==> config.mk <==
export PLATFORM = sky130hd
export DESIGN_NAME = movie_container_deframer_top
export DESIGN_NICKNAME = d
export VERILOG_FILES = /design/src/hdl/mcd_pkg.sv /design/src/hdl/mcd_in_reg.sv /design/src/hdl/mcd_parser.sv /design/src/hdl/mcd_out_reg.sv /design/src/hdl/movie_container_deframer_top.sv
export SDC_FILE = /design/constraint.sdc
export NUM_CORES = 1
export LEC_CHECK = 0
export BUFFER_PORTS_ARGS = -buffer_cell sky130_fd_sc_hd__buf_2
export CELL_PAD_IN_SITES_DETAIL_PLACEMENT = 0
export CELL_PAD_IN_SITES_GLOBAL_PLACEMENT = 1
export CORE_MARGIN = 4
export CORE_UTILIZATION = 48
export DETAILED_ROUTE_END_ITERATION = 16
export PLACE_DENSITY_LB_ADDON = 0.1
export SLEW_MARGIN = 30
export SYNTH_ARGS = -nofsm -noshare
export SYNTH_HDL_FRONTEND = slang
export SYNTH_SLANG_ARGS = --single-unit
export TNS_END_PERCENT = 50
==> constraint.sdc <==
create_clock -name clk -period 5.5 [get_ports clk]
set_input_delay 1.1 -clock clk [delete_from_list [all_inputs] [get_ports clk]]
set_output_delay 1.1 -clock clk [all_outputs]
set_load 0.02 [all_outputs]
==> src/hdl/mcd_pkg.sv <==
// Shared types, constants and a lookup function for the movie container deframer.
// No dependencies; used by every module under hdl/.
`default_nettype none

package mcd_pkg;

    // Highest major type + 1 that may be delivered (the mask covers 32 types at most)
    localparam int unsigned HANDLER_TYPES = 32;
    localparam int unsigned MASK_WIDTH    = 32;

    // Fixed framing figures
    localparam logic [4:0] FILE_HDR_LAST = 5'd25;
    localparam logic [4:0] FILE_HDR_LEN  = 5'd26;
    localparam logic [7:0] STOP_MAJOR    = 8'hFF;
    localparam logic [15:0] SEG_HDR_LEN  = 16'd4;

    // Parser phase, one-hot
    typedef enum logic [5:0] {
        PH_FILE  = 6'b000001,
        PH_CHUNK = 6'b000010,
        PH_SEG   = 6'b000100,
        PH_PAY   = 6'b001000,
        PH_SKIP  = 6'b010000,
        PH_ERR   = 6'b100000
    } phase_t;

    // Classification of each byte
    typedef enum logic [2:0] {
        KIND_FILE_HDR  = 3'd0,
        KIND_CHUNK_HDR = 3'd1,
        KIND_SEG_HDR   = 3'd2,
        KIND_PAY_DLV   = 3'd3,
        KIND_PAY_UNDLV = 3'd4,
        KIND_SKIPPED   = 3'd5,
        KIND_AFTER_ERR = 3'd6
    } kind_t;

    // One result item
    typedef struct packed {
        kind_t       kind;
        logic [7:0]  byte_out;
        logic [7:0]  major;
        logic [7:0]  minor;
        logic [15:0] segment_length;
        logic [15:0] payload_index;
        logic        segment_ready;
        logic        delivered;
        logic        segment_end;
        logic        chunk_end;
        logic        header_error;
        logic        truncated;
    } result_t;

    // Handshake between the input register and the result register
    typedef struct packed {
        logic advance;   // result register can take an item this cycle
        logic fire;      // an item moves from input register to result register
    } flow_t;

    // Expected file header: signature, then 0x001A, 0x0100, 0x1133 little-endian
    function automatic logic [7:0] file_hdr_byte(input logic [4:0] idx);
        logic [7:0] val;
        begin
            case (idx)
                5'd0:    val = 8'h49;
                5'd1:    val = 8'h6E;
                5'd2:    val = 8'h74;
                5'd3:    val = 8'h65;
                5'd4:    val = 8'h72;
                5'd5:    val = 8'h70;
                5'd6:    val = 8'h6C;
                5'd7:    val = 8'h61;
                5'd8:    val = 8'h79;
                5'd9:    val = 8'h20;
                5'd10:   val = 8'h4D;
                5'd11:   val = 8'h56;
                5'd12:   val = 8'h45;
                5'd13:   val = 8'h20;
                5'd14:   val = 8'h46;
                5'd15:   val = 8'h69;
                5'd16:   val = 8'h6C;
                5'd17:   val = 8'h65;
                5'd18:   val = 8'h1A;
                5'd19:   val = 8'h00;
                5'd20:   val = 8'h1A;
                5'd21:   val = 8'h00;
                5'd22:   val = 8'h00;
                5'd23:   val = 8'h01;
                5'd24:   val = 8'h33;
                5'd25:   val = 8'h11;
                default: val = 8'h00;
            endcase
            return val;
        end
    endfunction

endpackage

`default_nettype wire

==> src/hdl/mcd_in_reg.sv <==
// Input register of the deframer: holds one accepted byte until the parser takes it.
// Depends on mcd_pkg (flow_t).
`default_nettype none

module mcd_in_reg (
    input  wire logic           clk,
    input  wire logic           rst_n,
    input  wire logic           data_valid,
    output logic                data_stall,
    input  wire logic [7:0]     data_byte,
    input  wire logic           advance,
    output mcd_pkg::flow_t      flow,
    output logic [7:0]          held_byte
);

    logic       valid_reg;
    logic       valid_next;
    logic [7:0] byte_reg;
    logic       load;

    // Stall only when a byte is held and the result side cannot move
    assign data_stall   = valid_reg && !advance;
    assign load         = data_valid && !data_stall;
    assign flow.advance = advance;
    assign flow.fire    = valid_reg && advance;
    assign held_byte    = byte_reg;

    always_comb
    begin
        valid_next = valid_reg;
        if (load)
        begin
            valid_next = 1'b1;
        end
        else if (flow.fire)
        begin
            valid_next = 1'b0;
        end
    end

    always_ff @(posedge clk or negedge rst_n)
    begin
        if (!rst_n)
        begin
            valid_reg <= 1'b0;
        end
        else
        begin
            valid_reg <= valid_next;
        end
    end

    // Payload needs no reset
    always_ff @(posedge clk)
    begin
        if (load)
        begin
            byte_reg <= data_byte;
        end
    end

endmodule

`default_nettype wire

==> src/hdl/mcd_parser.sv <==
// Parser of the deframer: framing state, handler mask and the per-byte classification.
// Depends on mcd_pkg (phase_t, kind_t, result_t, flow_t, file_hdr_byte).
`default_nettype none

module mcd_parser #(
    parameter int unsigned HANDLER_TYPES = mcd_pkg::HANDLER_TYPES
) (
    input  wire logic                                 clk,
    input  wire logic                                 rst_n,
    input  wire logic                                 cfg_write,
    input  wire logic [mcd_pkg::MASK_WIDTH-1:0]       cfg_mask,
    input  wire mcd_pkg::flow_t                       flow,
    input  wire logic [7:0]                           b,
    output mcd_pkg::result_t                          res
);

    // Framing state
    mcd_pkg::phase_t                   phase_reg,    phase_next;
    logic [4:0]                        hc_reg,       hc_next;
    logic [15:0]                       clen_reg,     clen_next;
    logic [15:0]                       cpos_reg,     cpos_next;
    logic [1:0]                        shi_reg,      shi_next;
    logic [7:0]                        latch_reg,    latch_next;
    logic [15:0]                       slen_reg,     slen_next;
    logic [15:0]                       spos_reg,     spos_next;
    logic [7:0]                        major_reg,    major_next;
    logic [7:0]                        minor_reg,    minor_next;
    logic                              err_reg,      err_next;
    logic                              stopped_reg,  stopped_next;
    logic [mcd_pkg::MASK_WIDTH-1:0]    mask_reg;

    // Working values
    logic [4:0]  fidx;
    logic        mismatch;
    logic [15:0] rem_chunk;
    logic [15:0] rem_seg;
    logic        last;
    logic        short_tail;
    logic        enabled;

    // Major type enable from the mask
    always_comb
    begin
        enabled = ({24'd0, major_reg} < 32'(HANDLER_TYPES))
                  && (major_reg < 8'd32)
                  && mask_reg[major_reg[4:0]];
    end

    // Chunk and segment bookkeeping shared by the in-chunk phases, and the file header byte check
    assign rem_chunk  = (cpos_reg < clen_reg) ? (clen_reg - cpos_reg) : 16'd0;
    assign rem_seg    = (spos_reg < slen_reg) ? (slen_reg - spos_reg) : 16'd1;
    assign last       = (({1'b0, cpos_reg} + 17'd1) >= {1'b0, clen_reg});
    assign short_tail = (phase_reg == mcd_pkg::PH_SEG) && (shi_reg == 2'd0)
                        && (rem_chunk < mcd_pkg::SEG_HDR_LEN);
    assign fidx       = (hc_reg < mcd_pkg::FILE_HDR_LEN) ? hc_reg : mcd_pkg::FILE_HDR_LAST;
    assign mismatch   = (b != mcd_pkg::file_hdr_byte(fidx));

    // One byte step
    always_comb
    begin
        phase_next   = phase_reg;
        hc_next      = hc_reg;
        clen_next    = clen_reg;
        cpos_next    = cpos_reg;
        shi_next     = shi_reg;
        latch_next   = latch_reg;
        slen_next    = slen_reg;
        spos_next    = spos_reg;
        major_next   = major_reg;
        minor_next   = minor_reg;
        err_next     = err_reg;
        stopped_next = stopped_reg;

        res                = '0;
        res.kind           = mcd_pkg::KIND_AFTER_ERR;
        res.byte_out       = b;

        case (phase_reg)
            mcd_pkg::PH_FILE:
            begin
                res.kind = mcd_pkg::KIND_FILE_HDR;
                if (mismatch)
                begin
                    err_next = 1'b1;
                end
                if (fidx >= mcd_pkg::FILE_HDR_LAST)
                begin
                    hc_next    = 5'd0;
                    phase_next = (err_reg || mismatch) ? mcd_pkg::PH_ERR : mcd_pkg::PH_CHUNK;
                end
                else
                begin
                    hc_next = 5'(fidx + 5'd1);
                end
            end

            mcd_pkg::PH_CHUNK:
            begin
                res.kind = mcd_pkg::KIND_CHUNK_HDR;
                case (hc_reg[1:0])
                    2'd0:
                    begin
                        latch_next = b;
                    end
                    2'd1:
                    begin
                        clen_next = {b, latch_reg};
                    end
                    2'd3:
                    begin
                        cpos_next    = 16'd0;
                        shi_next     = 2'd0;
                        stopped_next = 1'b0;
                        if (clen_reg == 16'd0)
                        begin
                            res.chunk_end = 1'b1;
                        end
                        else
                        begin
                            phase_next = mcd_pkg::PH_SEG;
                        end
                    end
                    default:
                    begin
                        // chunk type bytes carry nothing we use
                    end
                endcase
                hc_next = {3'd0, 2'(hc_reg[1:0] + 2'd1)};
            end

            mcd_pkg::PH_SEG, mcd_pkg::PH_PAY, mcd_pkg::PH_SKIP:
            begin
                if (short_tail)
                begin
                    // fewer than four bytes left: skip the tail
                    stopped_next = 1'b1;
                    phase_next   = mcd_pkg::PH_SKIP;
                    res.kind     = mcd_pkg::KIND_SKIPPED;
                end
                else if (phase_reg == mcd_pkg::PH_SEG)
                begin
                    res.kind = mcd_pkg::KIND_SEG_HDR;
                    case (shi_reg)
                        2'd0:
                        begin
                            slen_next  = 16'd0;
                            major_next = 8'd0;
                            minor_next = 8'd0;
                            latch_next = b;
                        end
                        2'd1:
                        begin
                            slen_next = {b, latch_reg};
                        end
                        2'd2:
                        begin
                            major_next = b;
                            if (b == mcd_pkg::STOP_MAJOR)
                            begin
                                stopped_next = 1'b1;
                                phase_next   = mcd_pkg::PH_SKIP;
                            end
                        end
                        default:
                        begin
                            minor_next        = b;
                            res.segment_ready = 1'b1;
                            res.delivered     = enabled;
                            if (slen_reg == 16'd0)
                            begin
                                res.segment_end = 1'b1;
                            end
                            else if (last)
                            begin
                                res.segment_end = 1'b1;
                                res.truncated   = 1'b1;
                            end
                            else
                            begin
                                phase_next    = mcd_pkg::PH_PAY;
                                spos_next     = 16'd0;
                                res.truncated = (slen_reg > (rem_chunk - 16'd1));
                            end
                        end
                    endcase
                    shi_next           = 2'(shi_reg + 2'd1);
                    res.major          = major_next;
                    res.minor          = minor_next;
                    res.segment_length = slen_next;
                end
                else if (phase_reg == mcd_pkg::PH_PAY)
                begin
                    res.delivered      = enabled;
                    res.kind           = enabled ? mcd_pkg::KIND_PAY_DLV
                                                 : mcd_pkg::KIND_PAY_UNDLV;
                    res.major          = major_reg;
                    res.minor          = minor_reg;
                    res.segment_length = slen_reg;
                    res.payload_index  = spos_reg;
                    res.truncated      = (rem_seg > rem_chunk);
                    if ((rem_seg <= 16'd1) || last)
                    begin
                        res.segment_end = 1'b1;
                        phase_next      = mcd_pkg::PH_SEG;
                        shi_next        = 2'd0;
                    end
                    else
                    begin
                        spos_next = 16'(spos_reg + 16'd1);
                    end
                end
                else
                begin
                    res.kind = mcd_pkg::KIND_SKIPPED;
                end

                // chunk position advances on every in-chunk byte
                cpos_next = 16'(cpos_reg + 16'd1);
                if (last)
                begin
                    res.chunk_end = 1'b1;
                    phase_next    = mcd_pkg::PH_CHUNK;
                    hc_next       = 5'd0;
                end
            end

            default:
            begin
                res.kind = mcd_pkg::KIND_AFTER_ERR;
            end
        endcase

        res.header_error = err_next;
    end

    // State update on each byte that moves through
    always_ff @(posedge clk or negedge rst_n)
    begin
        if (!rst_n)
        begin
            phase_reg   <= mcd_pkg::PH_FILE;
            hc_reg      <= 5'd0;
            clen_reg    <= 16'd0;
            cpos_reg    <= 16'd0;
            shi_reg     <= 2'd0;
            latch_reg   <= 8'd0;
            slen_reg    <= 16'd0;
            spos_reg    <= 16'd0;
            major_reg   <= 8'd0;
            minor_reg   <= 8'd0;
            err_reg     <= 1'b0;
            stopped_reg <= 1'b0;
        end
        else if (flow.fire)
        begin
            phase_reg   <= phase_next;
            hc_reg      <= hc_next;
            clen_reg    <= clen_next;
            cpos_reg    <= cpos_next;
            shi_reg     <= shi_next;
            latch_reg   <= latch_next;
            slen_reg    <= slen_next;
            spos_reg    <= spos_next;
            major_reg   <= major_next;
            minor_reg   <= minor_next;
            err_reg     <= err_next;
            stopped_reg <= stopped_next;
        end
    end

    // Handler mask register
    always_ff @(posedge clk or negedge rst_n)
    begin
        if (!rst_n)
        begin
            mask_reg <= '0;
        end
        else if (cfg_write)
        begin
            mask_reg <= cfg_mask;
        end
    end

    // Checks
    a_err_sticky: assert property (@(posedge clk) disable iff (!rst_n)
        err_reg |=> err_reg)
        else $error("header error flag cleared");

    a_chunk_count: assert property (@(posedge clk) disable iff (!rst_n)
        (phase_reg == mcd_pkg::PH_CHUNK) |-> (hc_reg < 5'd4))
        else $error("chunk header count out of range");

    a_ready_kind: assert property (@(posedge clk) disable iff (!rst_n)
        (flow.fire && res.segment_ready) |-> (res.kind == mcd_pkg::KIND_SEG_HDR))
        else $error("segment ready outside a segment header");

    a_trunc_kind: assert property (@(posedge clk) disable iff (!rst_n)
        (flow.fire && res.truncated) |->
            (res.segment_ready || res.kind == mcd_pkg::KIND_PAY_DLV
             || res.kind == mcd_pkg::KIND_PAY_UNDLV))
        else $error("truncation flagged on a byte outside a segment");

    a_stop_skip: assert property (@(posedge clk) disable iff (!rst_n)
        (phase_reg == mcd_pkg::PH_SKIP) |-> stopped_reg)
        else $error("skipping without a stopped chunk");

endmodule

`default_nettype wire

==> src/hdl/mcd_out_reg.sv <==
// Result register of the deframer: holds one result item until the receiver takes it.
// Depends on mcd_pkg (result_t, flow_t).
`default_nettype none

module mcd_out_reg (
    input  wire logic               clk,
    input  wire logic               rst_n,
    input  wire mcd_pkg::flow_t     flow,
    input  wire mcd_pkg::result_t   res_in,
    input  wire logic               result_stall,
    output logic                    result_valid,
    output logic                    advance,
    output mcd_pkg::result_t        res_out
);

    logic             valid_reg;
    logic             valid_next;
    mcd_pkg::result_t res_reg;

    // Free when empty or when the held item leaves this cycle
    assign advance      = !valid_reg || !result_stall;
    assign result_valid = valid_reg;
    assign res_out      = res_reg;

    always_comb
    begin
        valid_next = valid_reg;
        if (flow.advance)
        begin
            valid_next = flow.fire;
        end
    end

    always_ff @(posedge clk or negedge rst_n)
    begin
        if (!rst_n)
        begin
            valid_reg <= 1'b0;
        end
        else
        begin
            valid_reg <= valid_next;
        end
    end

    always_ff @(posedge clk)
    begin
        if (flow.fire)
        begin
            res_reg <= res_in;
        end
    end

endmodule

`default_nettype wire

==> src/hdl/movie_container_deframer_top.sv <==
// Top level of the movie container deframer: input register, parser, result register.
// Depends on mcd_pkg, mcd_in_reg, mcd_parser and mcd_out_reg.
`default_nettype none

// Takes one byte of a chunked movie file per item and returns one tagged result item per
// byte: file header check (sticky error), chunk and segment framing, payload tagging by the
// handler mask. Throughput is one item per clock while result_stall is low. A byte is held
// in the input register and its result is then registered in the result register, which
// presents it until it is taken; all framing counters are updated in a single pass of
// logic between the two registers. A stalled result holds the input register, and the
// input stalls once that register is full too. handler_mask is written through the cfg
// channel (always ready) and applies from the next byte on.

module movie_container_deframer_top #(
    parameter int unsigned HANDLER_TYPES = mcd_pkg::HANDLER_TYPES
) (
    input  wire logic        clk,
    input  wire logic        rst_n,
    // configuration
    input  wire logic        cfg_valid,
    output logic             cfg_ready,
    input  wire logic [31:0] handler_mask,
    // input items
    input  wire logic        data_valid,
    output logic             data_stall,
    input  wire logic [7:0]  data_byte,
    // result items
    output logic             result_valid,
    input  wire logic        result_stall,
    output logic [2:0]       kind,
    output logic [7:0]       byte_out,
    output logic [7:0]       major,
    output logic [7:0]       minor,
    output logic [15:0]      segment_length,
    output logic [15:0]      payload_index,
    output logic             segment_ready,
    output logic             delivered,
    output logic             segment_end,
    output logic             chunk_end,
    output logic             header_error,
    output logic             truncated
);

    mcd_pkg::flow_t   flow;
    mcd_pkg::result_t step_res;
    mcd_pkg::result_t out_res;
    logic [7:0]       held_byte;
    logic             advance;

    assign cfg_ready = 1'b1;

    mcd_in_reg u_in_reg (
        .clk        (clk),
        .rst_n      (rst_n),
        .data_valid (data_valid),
        .data_stall (data_stall),
        .data_byte  (data_byte),
        .advance    (advance),
        .flow       (flow),
        .held_byte  (held_byte)
    );

    mcd_parser #(
        .HANDLER_TYPES (HANDLER_TYPES)
    ) u_parser (
        .clk       (clk),
        .rst_n     (rst_n),
        .cfg_write (cfg_valid && cfg_ready),
        .cfg_mask  (handler_mask),
        .flow      (flow),
        .b         (held_byte),
        .res       (step_res)
    );

    mcd_out_reg u_out_reg (
        .clk          (clk),
        .rst_n        (rst_n),
        .flow         (flow),
        .res_in       (step_res),
        .result_stall (result_stall),
        .result_valid (result_valid),
        .advance      (advance),
        .res_out      (out_res)
    );

    // Result fields to ports
    assign kind           = out_res.kind;
    assign byte_out       = out_res.byte_out;
    assign major          = out_res.major;
    assign minor          = out_res.minor;
    assign segment_length = out_res.segment_length;
    assign payload_index  = out_res.payload_index;
    assign segment_ready  = out_res.segment_ready;
    assign delivered      = out_res.delivered;
    assign segment_end    = out_res.segment_end;
    assign chunk_end      = out_res.chunk_end;
    assign header_error   = out_res.header_error;
    assign truncated      = out_res.truncated;

endmodule

`default_nettype wire
After elaboration in Yosys (flattened, before gate mapping) --
Memory sizes are Yosys's and may differ from the RTL's. Index checks and enable logic that the tools add are counted.
Operators by class: add/subtract/negate cells 9, $lt $le $gt $ge 12, equal/unequal tests 30, muxes and demuxes 68, bitwise gates (word level) 4, reductions and logical operators 37
Operator list (count):
- $mux W16 | 9
- $mux W6 | 11
- $pmux W16 S2 | 2
- $mux W48 | 1
- $pmux W8 S2 | 3
- $add A16 B1 Y16 const B | 2
- $gt A16 B16 Y1 | 2
- $logic_not A16 Y1 | 2
- $lt A16 B16 Y1 | 2
- $mux W32 | 1
- $mux W8 | 4
- $sub A16 B16 Y16 | 2
- $pmux W6 S3 | 1
- $add A16 B1 Y17 const B | 1
- $ge A17 B16 Y1 | 1
- $le A16 B1 Y1 const B | 1
- $lt A16 B3 Y1 const B | 1
- $lt A8 B6 Y1 const B | 2
- $sub A16 B1 Y16 const B | 1
- $mux W1 | 15
- $mux W3 | 5
- $mux W5 | 3
- $pmux W5 S3 | 1
- $mux W2 | 7
- other kinds (40) | 80
Word-level totals: flip-flop bits (word level) 209, ROM bits 224, bits of input ports 45, output and inout port bits 68, word-level logic and storage cells 188, memories kept 1
Memory list:
- (no name shown) | depth 32, bits a word 7, rd ports 1, clocked after Yosys merged registers in 0, write ports 0, line mcd_pkg.sv:64 | case (idx)

Logic depth before layout (Yosys ltp) --
depth in word-level cells 10, gate-level depth with buffers 26, gate-level depth less buffers 24

Hierarchy --
A second synthesis with hierarchy kept.
Unflattened totals: cell total of the unflattened synthesis 1317, area total of the unflattened synthesis 13315.3 µm²
By module, submodules not included:
- mcd_parser | instances 1, cells each 1232, area an instance 10996.8 µm², sequential area each 3354.5 µm²
- mcd_out_reg | instances 1, cells each 68, area an instance 1995.7 µm², sequential area each 1976.9 µm²
- mcd_in_reg | instances 1, cells each 15, area an instance 311.5 µm², sequential area each 265.3 µm²
- movie_container_deframer_top | instances 1, cells each 2, area an instance 11.3 µm², sequential area each 0.0 µm²

Least setup slack after synthesis --
OpenSTA, ideal clock, no wires.
kind in2reg, start input result_stall, end register u_parser.phase_reg[1], library setup time 0.125 ns, data arrival time 4.732 ns, required time 5.375 ns, path slack 0.643 ns, stages 7, path buffers 1, cells stage by stage nand2_1 -> and2_1 -> clkbuf_1 -> o21ai_0 -> or3_1 -> a221oi_4 -> mux2_2
RTL lines:
- start: declaration | line movie_container_deframer_top.sv:29 | input wire logic result_stall,
- end signal: assignment | line mcd_parser.sv:241 | phase_reg <= mcd_pkg::PH_FILE;
- end signal: assignment | line mcd_parser.sv:256 | phase_reg <= phase_next;
- end: declaration | line mcd_parser.sv:18 | mcd_pkg::phase_t phase_reg, phase_next;

Final worst setup path --
start register u_parser.cpos_reg[2], end register u_parser.spos_reg[3]
Between the ends: longest elaborated chain between the ends 6, elaborated cells on any way between the ends 12, classes of those cells add/sub: 2; order compare: 3; eq/ne: 2; mux: 1; bitwise: 1; reduce/logical: 3
Ends and longest elaborated chain:
- start: declaration | line mcd_parser.sv:21 | logic [15:0] cpos_reg, cpos_next;
- start signal: assignment | line mcd_parser.sv:259 | cpos_reg <= cpos_next;
- $sub A16 B16 Y16 or $lt A16 B16 Y1 (tied branches) | line mcd_parser.sv:50 | assign rem_chunk = (cpos_reg < clen_reg) ? (clen_reg - cpos_reg) : 16'd0;
- $mux W16 | line mcd_parser.sv:50
- $lt A16 B3 Y1 | line mcd_parser.sv:54 | && (rem_chunk < mcd_pkg::SEG_HDR_LEN);
- $logic_and A1 B1 Y1 | line mcd_parser.sv:54
- $not A1 Y1 (no source line)
- $reduce_and A8 Y1 (no source line) (*)
- end signal: assignment | line mcd_parser.sv:263 | spos_reg <= spos_next;
- end: declaration | line mcd_parser.sv:25 | logic [15:0] spos_reg, spos_next;
Mark *: on every way between the ends. The rest lies on a longest branch, timed or not. A chain may end at the register's enable or synchronous reset.

==> reports/results.tsv <==
stage	metric	value	unit
setup_path	startpoint_type	register	
synthesis	ys_seq_area_frac	0.419	
die	die_h	175	um
die	die_x	175	um
synthesis	syn_inst	1370	
setup_path	worstPathRequired	5.96	ns
synthesis	synth_warnings	0	
setup_path	end_kind	register	
global_route	grt_pass1_vias	10700	
clock_tree	cts.clk_slew.worst_paths	0.06	ns
status	status	finished, final reports clean	
synthesis	synth_largest_area_cell	dfrtp_1	
clock_tree	cts.sinks	209	
route	num_vias	10800	
global_route	grt_pass1_wl	59300	um
global_route	gr-usage-met3	0.0327	
global_route	busiest_layer	met2	
clock_tree	hold_buffers	0	
final_layout	area_delta_synth_final	13.4	%
run	maxCapViolCount	0	
clock_tree	cts_buffers	24	
power	peakVddDrop	0.000278	V
synthesis	synthAdderAreaFrac	0.0919	
timing	worst_slew_pin_slew	0.970	ns
placed_design	routabilityCongestion	0.911	
setup_path	r2r_setup_slack	0.42	ns
die	row_count	60	
synthesis	synthTopCellsByArea	dfrtp_1 25%, edfxtp_1 16%, ha_1 8.9%	
min_path	worstHoldPathCells	1	
timing	hold_violations	0	
min_path	worstHoldStart	u_in_reg.valid_reg	
route	first_pass_iters	5	
power	powerDensity	560	nW/um^2
synthesis	synthSimpleGateAreaFrac	0.164	
route	drc	0	
synthesis	yosysTopAreaCellShare	0.253	
clock_tree	tritoncts	built	
die	initial_core_util	0.492	
clock_tree	cts_resized	0	
final_layout	final_nets	1600	
setup_path	worst-r2r-cell-count	18	
min_path	hp-class	register to register	
clock_tree	cts_buffer_depth	3	
setup_path	crit_fanout	19	
clock_tree	htreeDepth	1	
route	drt_iter0_drc	723	
die	fp.dieArea	30600	sq um
synthesis	synth_edf_count	73	
placed_design	postPlaceCellArea	14300	sq um
timing	skew	0.00867	ns
synthesis	synth_area	13400	sq um
die	ios	113	
synthesis	synthFlopType	dfrtp_1	
timing	max_freq	197	MHz
route	drt_wl_total	37100	um
synthesis	synthDistinctLibCells	83	
synthesis	synth_commonest_cells	135 x dfrtp_1, 116 x nand2_1, 114 x nor2_1	
synthesis	synth-compound-area-share	0.171	
power	p_leak	6.46	nW
setup_path	worstSetupPathType	register to register	
setup_path	timing.rr.end	u_parser.spos_reg[3]	
global_route	grt_usage	0.240	
timing	slew_viol_final	0	
final_layout	antennaDiodeCount	0	
global_route	use_met2	0.395	
synthesis	synth.net_count	1512	
synthesis	synth.most_common_cell	dfrtp_1	
global_route	grt_max_degree	92	
setup_path	r2r-start	u_parser.cpos_reg[2]	
synthesis	synth_seq_cells	209	
die	core-area	27200	sq um
timing	fin_crit_sh	0.924	
global_route	gr-total-overflow	0	
timing	fin_hold_ws	0.497	ns
timing	fin_crit	5.08	ns
route	postRouteAntennaNets	0	
global_route	antenna_found_initial	0	
timing	max_slew_margin	0.337	
placed_design	hpwlAfterDp	27400	um
timing	finalSetupTns	0	ns
clock_tree	cts_root_buffer	clkbuf_16	
synthesis	synth_xor_area_frac	0.0314	
synthesis	synth.mux.area_fraction	0.0751	
final_layout	fin_area	15200	sq um
global_route	met1_usage	0.336	
synthesis	synth_top_family_by_area	compound AO/OA/AOI/OAI gates	
final_layout	post-route-util	0.558	
clock_tree	clk_latency	0.54	ns
timing	setup_viol	0	
final_layout	largest_register_ffs	65	
timing	grt_setup_unrepaired	no	
setup_path	worstPathArrival	5.54	ns
final_layout	final_layout_size_suffix_gt1_frac	0.180	
clock_tree	postCtsSetupBuffers	0	
route	routedWlPerCell	20.1	um
min_path	holdPathEnd	u_out_reg.result_valid	
placed_design	portBuffers	111	
synthesis	postSynthAreaPerCell	9.76	sq um
route	vias_per_cell	5.84	
synthesis	synth-async-reset-ratio	0.651	
[power breakdown]
group | switching (mW) | internal [mW]
Combinational | 2.78 | 1.89
Sequential | 0.258 | 1.83
Clock | 0.674 | 1.06
Total | 3.71 | 4.78
[placed cells by master, fill, tap and decap left out, drive strengths merged, types with 6 or more instances in the layout]
cell type / synthesis / final
dfrtp: 135 / 135
or2: 9 / 9
o21a: 15 / 15
xnor2: 34 / 34
a22oi: 35 / 35
nor2b: 18 / 18
and3: 15 / 15
mux2i: 17 / 17
nand2b: 15 / 15
and2: 18 / 18
ha: 95 / 95
nand4: 19 / 19
nand3: 34 / 34
buf: 25 / 131
nor3: 17 / 17
inv: 89 / 90
o211ai: 9 / 9
nand2: 116 / 116
o31ai: 11 / 11
clkbuf: 45 / 30
a21boi: 6 / 6
a211oi: 12 / 12
nor3b: 6 / 6
or3: 16 / 16
o22ai: 10 / 10
or4: 6 / 6
mux2: 52 / 52
a21oi: 59 / 59
a21o: 14 / 14
xor2: 14 / 14
clkinv: 0 / 7
o21ai: 84 / 84
nor2: 114 / 114
nor4: 26 / 26
a31oi: 6 / 6
a22o: 29 / 29
mux4: 11 / 11
edfxtp: 73 / 73
[per-layer routing]
metal	routed length, um	vias up
li1	-	5198
met1	16700	5267
met2	17500	261
met3	1820	60
met4	1020	0
met5	0	-
[worst max-delay path, stage by stage, from the launching register on]
cell,delay [ns]
dfrtp_1,0.44
and3_1,0.23
and3_1,0.26
nand3_1,0.22
nor4_1,0.30
buf_4,0.18
nand3_1,0.15
xnor2_1,0.17
ha_1,0.28
and4_1,0.20
nand3_1,0.12
nor3b_1,0.06
o41ai_1,0.50
buf_4,0.21
nand3_1,0.10
a2bb2oi_1,0.18
or3_1,0.65
or4_1,0.58
a21boi_1,0.15
[through the flow]
| stage | instances | setup slack [ns] | power [mW] |
|---|---|---|---|
| 2_1_floorplan | 1370 | 0.643 | 5.49 |
| 3_3_place_gp | 1804 | 0.539 | 6.70 |
| 3_5_place_dp | 1804 | 0.464 | 6.70 |
| 4_1_cts | 1848 | 0.425 | 8.49 |
| 5_1_grt | 1848 | 0.0170 | 9.21 |
| 6_report | 1848 | 0.416 | 8.48 |
[logic make-up after synthesis]
family	after synthesis
simple gates	443
xor+xnor	48
buf+inv	159
other cells	1
fa+ha+maj	97
compound gates	333
flops	209
mux	80
[how the worst max path moves through the flow]
stage	start	end	slack (ns)	cells past startpoint
6_report	u_parser.cpos_reg[2]	u_parser.spos_reg[3]	0.42	18
5_1_grt	u_parser.clen_reg[0]	u_out_reg.res_out[0]	0.02	20
4_1_cts	u_parser.cpos_reg[0]	u_out_reg.res_out[0]	0.42	22
3_5_place_dp	u_parser.cpos_reg[0]	u_out_reg.res_out[0]	0.46	22
3_3_place_gp	u_parser.cpos_reg[2]	u_parser.spos_reg[3]	0.54	18
2_1_floorplan	result_stall	u_parser.phase_reg[1]	0.64	7
[area by class of cell]
type	count	area, sq um
Sequential cell	209	5600
Timing Repair Buffer	132	722
Multi-Input combinational cell	1002	7180
Clock inverter	15	229
Fill cell	2511	12000
Inverter	89	334
Tap cell	372	465
Clock buffer	29	629
Power figures use the tool's default switching activity.
